### config.mk
export PLATFORM = sky130hd
export DESIGN_NAME = tww_line_accum
export DESIGN_NICKNAME = d
export VERILOG_FILES = /design/src/hdl/tww_pkg.sv /design/src/hdl/tww_line_accum.sv
export SDC_FILE = /design/constraint.sdc
export NUM_CORES = 1
export LEC_CHECK = 0
export BUFFER_PORTS_ARGS = -buffer_cell sky130_fd_sc_hd__buf_2
export CAP_MARGIN = 10
export CORE_UTILIZATION = 60
export CTS_BUF_LIST = sky130_fd_sc_hd__clkbuf_8
export DETAILED_ROUTE_END_ITERATION = 7
export HOLD_SLACK_MARGIN = 0.02
export PLACE_DENSITY = 0.88
export SLEW_MARGIN = 20
export SYNTH_ARGS = -nofsm -noshare
export SYNTH_HDL_FRONTEND = slang
export SYNTH_SLANG_ARGS = --single-unit
### constraint.sdc
create_clock -name clk_i -period 7 [get_ports clk_i]
set_input_delay 0.7 -clock clk_i [delete_from_list [all_inputs] [get_ports clk_i]]
set_output_delay 0.7 -clock clk_i [all_outputs]
set_load 0.02 [all_outputs]
### src/hdl/tww_pkg.sv
// shared types and constants for the text width and wrap finder
// used by every module of the block except tww_ram; depends on nothing
package tww_pkg;

  typedef enum logic {
    OP_LOAD = 1'b0,
    OP_TEXT = 1'b1
  } op_e;

  typedef enum logic [1:0] {
    CFG_FONT_SIZE   = 2'd0,
    CFG_SIZE_RATIO  = 2'd1,
    CFG_WIDTH_LIMIT = 2'd2
  } cfg_idx_e;

  localparam int unsigned FontSizeW   = 10;
  localparam int unsigned RatioW      = 16;
  localparam int unsigned LimitW      = 24;
  localparam int unsigned CfgDataW    = 24;
  localparam int unsigned CfgIndexW   = 2;
  localparam int unsigned CodeW       = 8;
  localparam int unsigned GlyphW      = 16;
  localparam int unsigned ProductW    = 33;
  localparam int unsigned AccW        = 40;
  localparam int unsigned LineWidthW  = 16;
  localparam int unsigned BreakIndexW = 12;

  localparam logic [FontSizeW-1:0] FontSizeRst   = 10'd16;
  localparam logic [RatioW-1:0]    SizeRatioRst  = 16'd256;
  localparam logic [LimitW-1:0]    WidthLimitRst = 24'd163840;

  localparam logic [CodeW-1:0] CharQuestion = 8'd63;
  localparam logic [CodeW-1:0] CharSpace    = 8'd32;

  typedef struct packed {
    logic [FontSizeW-1:0] font_size;
    logic [RatioW-1:0]    size_ratio;
    logic [LimitW-1:0]    width_limit;
  } cfg_t;

  // one scaled advance on its way to the accumulator
  typedef struct packed {
    logic                       valid;
    logic signed [ProductW-1:0] product;
    logic                       is_space;
    logic                       last;
  } scaled_t;

endpackage

### src/hdl/tww_line_accum.sv
// running width accumulator, break finder and result register
// depends on tww_pkg
module tww_line_accum #(
  parameter int unsigned MAX_TEXT = 4096
) (
  input  logic                                clk_i,
  input  logic                                rst_ni,
  input  tww_pkg::cfg_t                       cfg_i,
  input  tww_pkg::scaled_t                    scaled_i,
  output logic                                take_o,
  output logic                                out_valid_o,
  input  logic                                out_stall_i,
  output logic [tww_pkg::LineWidthW-1:0]      out_line_width_o,
  output logic                                out_break_found_o,
  output logic [tww_pkg::BreakIndexW-1:0]     out_break_index_o,
  output logic                                out_text_end_o
);
  import tww_pkg::*;

  localparam int unsigned IndexCap = (MAX_TEXT - 1 < 4095) ? MAX_TEXT - 1 : 4095;
  localparam int unsigned IdxW     = $clog2(IndexCap + 1);

  logic                   consume;
  logic signed [AccW-1:0] acc_q, acc_new;
  logic [AccW:0]          sum;
  logic [IdxW-1:0]        char_idx_q, space_idx_q, brk_pos_q, brk_pos_new, char_idx_new;
  logic [IdxW:0]          space_next;
  logic                   space_seen_q, brk_q, over, brk_new;
  logic [LineWidthW-1:0]  lw;
  logic                   out_valid_q, found_q, end_q;
  logic [LineWidthW-1:0]  lw_q;
  logic [BreakIndexW-1:0] bidx_q;

  assign take_o  = !out_valid_q || !out_stall_i;
  assign consume = scaled_i.valid && take_o;

  always_comb begin
    sum = {acc_q[AccW-1], acc_q} + (AccW+1)'(scaled_i.product);
    // saturate to the signed accumulator range
    if (sum[AccW] != sum[AccW-1]) begin
      acc_new = sum[AccW] ? {1'b1, {(AccW-1){1'b0}}} : {1'b0, {(AccW-1){1'b1}}};
    end else begin
      acc_new = sum[AccW-1:0];
    end
    over       = !acc_new[AccW-1] && (acc_new[AccW-2:0] > (AccW-1)'(cfg_i.width_limit));
    brk_new    = brk_q || over;
    space_next = {1'b0, space_idx_q} + (IdxW+1)'(1);
    brk_pos_new = brk_pos_q;
    if (!brk_q && over) begin
      if (!space_seen_q) begin
        brk_pos_new = '0;
      end else if (space_next > (IdxW+1)'(IndexCap)) begin
        brk_pos_new = IdxW'(IndexCap);
      end else begin
        brk_pos_new = space_next[IdxW-1:0];
      end
    end
    char_idx_new = (char_idx_q < IdxW'(IndexCap)) ? char_idx_q + IdxW'(1) : char_idx_q;
    if (acc_new[AccW-1]) begin
      lw = '0;
    end else if (|acc_new[AccW-2:LineWidthW+8]) begin
      lw = '1;
    end else begin
      lw = acc_new[LineWidthW+7:8];
    end
  end

  always_ff @(posedge clk_i or negedge rst_ni) begin
    if (!rst_ni) begin
      acc_q        <= '0;
      char_idx_q   <= '0;
      space_idx_q  <= '0;
      space_seen_q <= 1'b0;
      brk_q        <= 1'b0;
      brk_pos_q    <= '0;
      out_valid_q  <= 1'b0;
    end else begin
      if (take_o) begin
        out_valid_q <= scaled_i.valid;
      end
      if (consume) begin
        if (scaled_i.last) begin
          acc_q        <= '0;
          char_idx_q   <= '0;
          space_idx_q  <= '0;
          space_seen_q <= 1'b0;
          brk_q        <= 1'b0;
          brk_pos_q    <= '0;
        end else begin
          acc_q      <= acc_new;
          char_idx_q <= char_idx_new;
          brk_q      <= brk_new;
          brk_pos_q  <= brk_pos_new;
          if (scaled_i.is_space) begin
            space_idx_q  <= char_idx_q;
            space_seen_q <= 1'b1;
          end
        end
      end
    end
  end

  always_ff @(posedge clk_i) begin
    if (consume) begin
      lw_q    <= lw;
      found_q <= brk_new;
      bidx_q  <= brk_new ? BreakIndexW'(brk_pos_new) : '0;
      end_q   <= scaled_i.last;
    end
  end

  assign out_valid_o       = out_valid_q;
  assign out_line_width_o  = lw_q;
  assign out_break_found_o = found_q;
  assign out_break_index_o = bidx_q;
  assign out_text_end_o    = end_q;

endmodule

==> out/qor.yml, run 1 <==
detailed_routing:
  drt_wl_total_mm: 23.5
  drtIter0Drc: 765
  drc: 0
  vias_per_cell: 6.48
  wl_per_cell_um: 19.0
  vias: 8026
  ant_nets: 0
  firstDrtPassIters: 5
critical_path:
  r2r-start: "acc_q[0]"
  slowest_delay_ns: 0.73
  r2r_slack_ns: 0.84
  startpoint: "scaled_i[34]"
  cp_max_fo: 23
  required_ns: 7.27
  arrival_ns: 6.45
  worst-setup-path-type: "in -> reg"
  reg2regPathDepth: 20
  critPathLaunchType: "input port"
  cp_slowest_cell: "o21ai_1"
  crit_chain: "buf_2 > ha_1 > and4_1 > and4_1 > nand4_1 > a211o_1 > and4_4 > o21ai_1 > a21oi_1 > inv_1 > ha_1 > nand4_1 > or4_1 > o211ai_1 > o21ai_0 > o31ai_2 > o21ai_2 > nor2_2 > a22o_1"
  endpoint_kind: "register"
  r2r-end: "out_break_index_o[5]"
timing:
  clock_skew_ns: 0.0111
  timing.final.ws_setup_ns: 0.821
  fin_crit_sh: 0.883
  whs_ns: 0.339
  drv_slew: 0
  setup_viol: 0
  worstMarginPinSlew_ns: 0.949
  fmax_ghz: 0.162
  finalHoldViolCount: 0
  fin_crit_ns: 6.18
  fin_tns_setup_ns: 0
  slew_headroom: 0.363
  rsz0062_at_grt: "false"
place:
  dpl_cell_area_mm2: 0.00902
  hpwlAfterDp_mm: 17.7
  pre_cts_ws_ns: 0.599
  portBuffers: 94
  place_inst: 1223
  gp_congestion: 1.02
floorplan:
  ios: 121
  num_rows: 43
  fp.dieW_um: 121
  start_util: 0.614
  die_y_um: 121
  core_area_mm2: 0.0139
  die-area_mm2: 0.0147
grt:
  grt_pass1_wl_mm: 37.8
  grt.total_usage: 0.334
  overflow: 0
  antenna_found_initial: 0
  grt_pass1_vias: 7464
  grt_max_degree: 80
clocking:
  clk_pin_slew_ns: 0.11
  cts_hold_buf: 0
  cts_sinks: 109
  cts_buffers: 9
  clk_latency_ns: 0.40
  cts.path.max_buffers: 2
  post_cts_resized: 0
  cts-htree-levels: 3
  cts_tree: "done"
  clockRootBuffer: "clkbuf_8"
  postCtsSetupRepairBufs: 0
yosys:
  ys.flop_type: "dfrtp_1"
  synth.yosys.warnings: 0
  synth_edf_count: 30
  syn_inst: 996
  synth_top_area_share: 0.232
  ys_async_sr_fraction: 0.725
  synth-seq-cells: 109
  synth.avg_cell_area_um2: 8.56
  synth_top_area_cell: "dfrtp_1"
  synth.yosys.seq_area_share: 0.337
  ys_types: 82
  ys_top_cells_by_area: "dfrtp_1, edfxtp_1, ha_1"
  synth_nets: 1153
  netlist_area_mm2: 0.00853
job:
  max-cap-violations: 0
pwr:
  leakage_uw: 0.00417
  ir_drop_mv: 0.326
  power_density_mw_per_mm2: 468
run_status:
  status: "finished, final reports clean"
hold_path:
  hp-class: "in -> async"
finish:
  fin_nets: 1211
  fin_cells: 1239
  drive_gt1_frac: 0.139
  design_area_mm2: 0.00923
  n_antenna_cell: 0
  area_delta_synth_final_pct: 8.23
## where the power goes
group          switching [uW]  total [uW]  internal (uW)
Clock                     247         419            172
Sequential                132         982            850
Combinational            1840        2920           1080
## per-layer routing
layer | part of all wire | global-route usage | up-vias
met5 | 0 | 0 | -
met3 | 0.073 | 0.0465 | 77
met1 | 0.44 | 0.463 | 3770
li1 | - | - | 3791
met2 | 0.44 | 0.498 | 388
met4 | 0.054 | 0.191 | 0
## registers in the layout (all words and copies together), names as in the netlist
name / cells
acc_q: 40
out_line_width_o: 16
brk_pos_q: 12
char_idx_q: 12
out_break_index_o: 12
space_idx_q: 12
brk_q: 1
out_break_found_o: 1
out_text_end_o: 1
out_valid_o: 1
space_seen_q: 1
## cell families after synthesis
| group | synth area share |
|---|---|
| adder cells (fa/ha/maj) | 0.115 |
| buffers and inverters | 0.0538 |
| AND/OR/NAND/NOR | 0.180 |
| multiplexers | 0.00587 |
| XOR/XNOR | 0.0401 |
| flip-flops | 0.337 |
| AO/OA/AOI/OAI | 0.268 |
## layout make-up
cell class,count,area (um2)
Timing Repair Buffer,102,537
Inverter,49,184
Clock buffer,9,124
Multi-Input combinational cell,783,5200
Sequential cell,109,2880
Tap cell,180,225
Fill cell,1140,4650
Clock inverter,7,83.8
## critical path, delay by kind of cell
| family | cells | cell delay (ns) |
|---|---|---|
| AOI/OAI and AO/OA | 8 | 2.46 |
| and+or+nand+nor | 7 | 2.27 |
| buffers and inverters | 2 | 0.31 |
| adders and majority gates | 2 | 0.70 |
## cell usage after synthesis, types with 17 or more instances
cell type,n
nor2_1,68
inv_1,48
clkbuf_1,26
o21ai_0,74
edfxtp_1,30
nand3_1,17
ha_1,67
nand4_1,22
dfrtp_1,79
a22o_1,38
nand2_1,127
xor2_1,25
a21oi_1,85
## metrics by stage
step | util | total power (uW)
final | 0.665 | 4320
after global routing | 0.665 | 4660
after CTS | 0.665 | 4260
after detailed placement | 0.650 | 3810
after global placement | 0.650 | 3730
after floorplan | - | 3100
## worst max-delay path by stage
| stage | end | depth (start not counted) | slack, ns |
|---|---|---|---|
| after detailed placement | out_break_index_o[5] | 23 | 0.60 |
| after global placement | out_break_index_o[5] | 23 | 0.77 |
| after floorplan | out_break_index_o[2] | 22 | 1.68 |
| after CTS | out_break_index_o[5] | 23 | 0.92 |
| final | out_break_index_o[5] | 19 | 0.82 |
| after global routing | out_break_index_o[5] | 23 | 0.42 |
## layout by cell type (no fill, tap or decap), types with 17 or more instances in the layout
cell	instances
nand2_1	126
buf_2	93
a21oi_1	85
dfrtp_1	79
o21ai_0	74
nor2_1	67
ha_1	67
inv_1	49
a22o_1	38
edfxtp_1	30
xor2_1	25
nand4_1	22
nand3_1	17
No activity file was read; power rests on OpenSTA's default activity.
==> run 2, diff against run 1 <==
CORE_MARGIN = 2   (was unset)
==> run 2 against run 1 <==
Compared with the run above: via count rose by 0.71%; sequential cell count unchanged; critical path type unchanged; non-clock buffer count is 3 higher.
==> out/qor.yml, run 2 (synthesis results as in run 1) <==
run_status:
  status: "finished, final reports clean"
clocking:
  cts.path.max_buffers: 2  # unchanged
  clk_pin_slew_ns: 0.12  # about the same
  cts_buffers: 9  # unchanged
  cts_sinks: 109  # unchanged
  clk_latency_ns: 0.42  # +0.02 ns
  cts_tree: "done"
  postCtsSetupRepairBufs: 0  # unchanged
  cts-htree-levels: 3  # unchanged
  cts_hold_buf: 0  # unchanged
  post_cts_resized: 0  # unchanged
  clockRootBuffer: "clkbuf_8"
pwr:
  p_total_uw: 4310  # -0.27%
  ir_drop_mv: 0.313  # -3.9%
  leakage_uw: 0.00419  # +0.33%
  power_density_mw_per_mm2: 466  # -0.51%
  p_int_uw: 2100  # about the same
  clockPowerShare: 0.099  # +0.002
  sequentialPowerShare: 0.227  # about the same
  p_sw_uw: 2210  # -0.48%
  switching_share: 0.513  # -0.00107
  comb_power_share: 0.675  # about the same
finish:
  fin_nets: 1214  # +0.25%
  mostFrequentLayoutCells: "nand2_1, buf_2, a21oi_1"
  drive_gt1_frac: 0.141  # +0.00243
  top_register: "acc_q"
  final_common_cell: "nand2_1"
  largest_register_ffs: 40  # unchanged
  area_delta_synth_final_pct: 8.49
  n_antenna_cell: 0  # unchanged
timing:
  drv_slew: 0  # unchanged
  finalHoldViolCount: 0  # unchanged
  fmax_ghz: 0.156  # -3.5%
  rsz0062_at_grt: "false"
  setup_viol: 0  # unchanged
  fin_crit_sh: 0.915  # +0.0322
  slew_headroom: 0.309  # -0.0540
  fin_crit_ns: 6.40  # +0.225 ns
  worstMarginPinSlew_ns: 1.03  # +0.0852 ns
  fin_tns_setup_ns: 0  # unchanged
  clock_skew_ns: 0.0228  # +0.0117 ns
detailed_routing:
  vias: 8083  # +0.71%
  drt_wl_total_mm: 23.8  # +1.0%
  wl_met2_mm: 10.9  # +6.0%
  routed-wl-met3_mm: 1.92  # +12%
  drtIter0Drc: 950  # +24%
  wl_met1_mm: 10.1  # -1.8%
  top_layer: "met4"
  drc: 0  # unchanged
  wl_per_cell_um: 19.2  # +0.78%
  firstDrtPassIters: 5  # unchanged
  ant_nets: 0  # unchanged
  vias_per_cell: 6.51  # +0.47%
critical_path:
  r2r-end: "out_break_index_o[4]"
  worst-setup-path-type: "in -> reg"
  crit_end: "out_break_index_o[4]"
  r2r-start: "acc_q[32]"
  slowest_delay_ns: 0.64  # -0.09 ns
  reg2regPathDepth: 18  # -10%
  critPathLaunchType: "input port"
  r2r_slack_ns: 0.64  # -0.20 ns
  crit_family: "simple AND/OR/NAND/NOR gates"
  critPathBufInv: 1  # -1
  crit_chain: "buf_2 > ha_1 > and4_1 > and4_1 > nand4_1 > a211o_1 > and4_4 > nor2_2 > nand2_1 > a21oi_1 > ha_1 > nand4_1 > or4_1 > o211ai_1 > o21ai_0 > o31ai_2 > o21ai_2 > nor2_2 > a22o_1"
  endpoint_kind: "register"
  critical_path_cell_count: 19  # unchanged
  cp_slowest_cell: "nor2_2"
  arrival_ns: 6.68  # +0.23 ns
  startpoint: "scaled_i[34]"
  required_ns: 7.28  # about the same
  cp_max_fo: 23  # unchanged
grt:
  grt.total_usage: 0.321  # -0.0129
  antenna_found_initial: 0  # unchanged
  grt_pass1_wl_mm: 37.4  # -0.90%
  grt_pass1_vias: 7269  # -2.6%
  overflow: 0  # unchanged
  grt_max_degree: 80  # unchanged
floorplan:
  start_util: 0.614  # unchanged
  die_y_um: 123  # +1.6%
  ios: 121  # unchanged
  die-area_mm2: 0.0152  # +3.3%
  core_area_mm2: 0.0139  # unchanged
  num_rows: 43  # unchanged
  fp.dieW_um: 123  # +1.6%
place:
  gp_congestion: 0.998  # -1.7%
  hpwlAfterDp_mm: 18.0  # +1.7%
  portBuffers: 94  # unchanged
hold_path:
  hp-class: "in -> async"
job:
  max-cap-violations: 0  # unchanged
==> run 2: layout make-up <==
type                            instances  area, um2
Multi-Input combinational cell        783       5200
Fill cell                            1187       4630
Sequential cell                       109       2880
Timing Repair Buffer                  105        559
Tap cell                              180        225
Inverter                               49        184
Clock buffer                            9        124
Clock inverter                          7       83.8
==> run 2: metal layers <==
layer  GRT usage  vias to the layer above
met5           0                        -
met4       0.127                        0
li1            -                     3806
met3      0.0457                       72
met2       0.499                      407
met1       0.452                     3798
==> run 2: power by group through the flow <==
stage	clock (uW)	combinational, uW	sequential [uW]
6_report	425	2910	977
5_1_grt	448	3190	991
4_1_cts	425	2850	974
3_5_place_dp	0	2830	986
3_3_place_gp	0	2760	984
2_1_floorplan	0	2110	988
==> run 2: worst min path at each step <==
| stage | startpoint | end | slack [ns] | depth (start not counted) |
|---|---|---|---|---|
| floorplan | rst_ni | acc_q[0] | 0.40 | 0 |
| global placement | acc_q[0] | acc_q[0] | 0.47 | 2 |
| detailed placement | brk_pos_q[1] | brk_pos_q[1] | 0.48 | 1 |
| CTS | rst_ni | brk_pos_q[6] | 0.51 | 1 |
| global route | rst_ni | brk_pos_q[10] | 0.39 | 1 |
| finish | rst_ni | brk_pos_q[6] | 0.31 | 1 |
==> run 2: through the flow <==
step	worst slack [ns]	util	area, um2	std cells	hold slack [ns]
floorplan	1.68	-	8530	996	0.404
global placement	0.0833	0.651	9040	1226	0.473
detailed placement	-0.0239	0.651	9040	1226	0.482
CTS	0.384	0.666	9250	1242	0.509
global route	0.232	0.667	9250	1242	0.394
finish	0.596	0.667	9250	1242	0.306
==> run 3, diff against run 2 <==
CELL_PAD_IN_SITES_DETAIL_PLACEMENT = 0   (was unset)
CELL_PAD_IN_SITES_GLOBAL_PLACEMENT = 2   (was unset)
CORE_UTILIZATION = 36   (was 60)
PLACE_DENSITY = 0.87   (was 0.88)
==> run 3 against run 2 <==
Compared with the run above: clock power is 7.1% lower; setup slack gained 0.27 ns; cell area grew 1.6%; cell count increased by 11%; combinational power about the same; first-iteration DRC count is 42% lower; register-to-register slack gained 0.23 ns; critical path type is now reg -> reg.
==> out/qor.yml, run 3 (synthesis results as in run 1) <==
detailed_routing:
  drc: 0  # unchanged
  drtIter0Drc: 554  # -42%
  wl_per_cell_um: 19.0  # -0.89%
  firstDrtPassIters: 5  # unchanged
  drt_wl_total_mm: 26.2  # +10%
  ant_nets: 0  # unchanged
  vias_per_cell: 5.61  # -14%
  vias: 7735  # -4.3%
floorplan:
  start_util: 0.366  # -0.249
  die_y_um: 158  # +28%
  die-area_mm2: 0.0249  # +64%
  ios: 121  # unchanged
  core_area_mm2: 0.0233  # +68%
  num_rows: 56  # +30%
  fp.dieW_um: 158  # +28%
pwr:
  power_density_mw_per_mm2: 457  # -1.8%
  comb_power_share: 0.678  # +0.003
  leakage_uw: 0.00416  # -0.54%
  p_int_uw: 2070  # -1.6%
  clockPowerShare: 0.092  # -0.007
  ir_drop_mv: 0.193  # -38%
  p_sw_uw: 2230  # +1.0%
  sequentialPowerShare: 0.230  # +0.003
  p_total_uw: 4300  # -0.27%
  switching_share: 0.519  # +0.00674
clocking:
  cts_sinks: 109  # unchanged
  cts-htree-levels: 3  # unchanged
  cts.path.max_buffers: 2  # unchanged
  clockRootBuffer: "clkbuf_8"
  post_cts_resized: 0  # unchanged
  postCtsSetupRepairBufs: 0  # unchanged
  cts_tree: "done"
  cts_buffers: 9  # unchanged
  cts_hold_buf: 0  # unchanged
  clk_latency_ns: 0.40  # -0.02 ns
  clk_pin_slew_ns: 0.12  # about the same
grt:
  overflow: 0  # unchanged
  grt_pass1_wl_mm: 41.1  # +9.9%
  grt.total_usage: 0.216  # -0.105
  grt_pass1_vias: 7310  # +0.56%
  antenna_found_initial: 0  # unchanged
  grt_max_degree: 60  # -25%
critical_path:
  cp_slowest_cell: "nor2_2"
  cp_max_fo: 23  # unchanged
  crit_family: "compound AO/OA/AOI/OAI gates"
  arrival_ns: 6.40  # -0.28 ns
  endpoint_kind: "register"
  r2r_slack_ns: 0.87  # +0.23 ns
  crit_chain: "ha_1 > nand2_1 > o21ai_0 > a31oi_1 > a211o_1 > a31oi_2 > nor2_1 > nand2_1 > o21ai_0 > ha_1 > and3_1 > nand3_1 > or4_1 > o211ai_1 > o21ai_0 > o31ai_2 > o21ai_2 > nor2_2 > a22o_1"
  worst-setup-path-type: "reg -> reg"
  required_ns: 7.26  # -0.02 ns
  critPathLaunchType: "register"
  critPathBufInv: 0  # -1
  r2r-end: "out_break_index_o[2]"
  slowest_delay_ns: 0.65  # about the same
  r2r-start: "acc_q[9]"
  cp_common_cell: "o21ai_0"
  reg2regPathDepth: 19  # +1
place:
  dpl_cell_area_mm2: 0.00921  # +1.8%
  portBuffers: 94  # unchanged
  hpwlAfterDp_mm: 20.0  # +11%
  place_inst: 1364  # +11%
  pre_cts_ws_ns: 0.526  # +0.550 ns
  gp_congestion: 0.899  # -9.9%
timing:
  fin_crit_sh: 0.876  # -0.0386
  fin_tns_setup_ns: 0  # unchanged
  rsz0062_at_grt: "false"
  finalHoldViolCount: 0  # unchanged
  fin_crit_ns: 6.13  # -0.270 ns
  clock_skew_ns: 0.0143  # -0.00843 ns
  worstMarginPinSlew_ns: 1.07  # +0.0328 ns
  drv_slew: 0  # unchanged
  timing.final.ws_setup_ns: 0.866  # +0.270 ns
  slew_headroom: 0.287  # -0.0219
  setup_viol: 0  # unchanged
  fmax_ghz: 0.163  # +4.4%
finish:
  fin_cells: 1380  # +11%
  n_antenna_cell: 0  # unchanged
  final_common_cell: "nand2_1"
  fillerInstances: 2382  # +100%
  drive_gt1_frac: 0.139  # -0.00175
  mostFrequentLayoutCells: "nand2_1, buf_2, a21oi_1"
  top_register: "acc_q"
  design_area_mm2: 0.00940  # +1.6%
  area_delta_synth_final_pct: 10.2
  fin_nets: 1213  # -0.082%
  largest_register_ffs: 40  # unchanged
hold_path:
  hp-class: "in -> async"
job:
  max-cap-violations: 0  # unchanged
run_status:
  status: "finished, final reports clean"
==> run 3: power groups by stage <==
stage	Combinational, uW	Clock [uW]	Sequential [uW]
finish	2910	395	991
global route	3270	430	1010
CTS	2910	410	996
detailed placement	2890	0	1010
global placement	2880	0	1010
floorplan	2110	0	988
==> run 3: layer usage <==
| layer | vias to the layer above | share of wire | track usage |
|---|---|---|---|
| li1 | 3798 | - | - |
| met1 | 3698 | 0.48 | 0.311 |
| met2 | 209 | 0.45 | 0.338 |
| met3 | 30 | 0.048 | 0.0211 |
| met4 | 0 | 0.027 | 0.0749 |
| met5 | - | 0 | 0 |
==> run 3: worst max path at each step <==
| stage | startpoint | end | slack (ns) | depth (start not counted) |
|---|---|---|---|---|
| floorplan | scaled_i[2] | out_break_index_o[2] | 1.68 | 22 |
| global placement | scaled_i[34] | out_break_index_o[3] | 0.54 | 20 |
| detailed placement | scaled_i[34] | out_break_index_o[2] | 0.53 | 20 |
| CTS | acc_q[9] | out_break_index_o[2] | 0.89 | 19 |
| global route | acc_q[9] | out_break_index_o[2] | 0.25 | 19 |
| finish | acc_q[9] | out_break_index_o[2] | 0.87 | 19 |
==> run 3: worst reg2reg max path: stages (launching register included) <==
cell      delay (ns)
dfrtp_1         0.47
ha_1            0.51
nand2_1         0.08
o21ai_0         0.29
a31oi_1         0.24
a211o_1         0.38
a31oi_2         0.27
nor2_1          0.14
nand2_1         0.51
o21ai_0         0.29
ha_1            0.39
and3_1          0.16
nand3_1         0.08
or4_1           0.46
o211ai_1        0.18
o21ai_0         0.20
o31ai_2         0.35
o21ai_2         0.11
nor2_2          0.65
a22o_1          0.26
==> run 3: final cells by class <==
class,count,area (um2),share of cell area
Tap cell,319,399,0.0425
Multi-Input combinational cell,783,5200,0.553
Sequential cell,109,2880,0.306
Clock buffer,9,124,0.0132
Timing Repair Buffer,104,548,0.0583
Clock inverter,7,67.6,0.00719
Inverter,49,184,0.0196
==> run 3: stage by stage <==
stage,hold slack (ns),utilization
2_1_floorplan,0.404,-
3_5_place_dp,0.479,0.395
6_report,0.246,0.403
3_3_place_gp,0.474,0.395
4_1_cts,0.251,0.403
5_1_grt,0.272,0.403
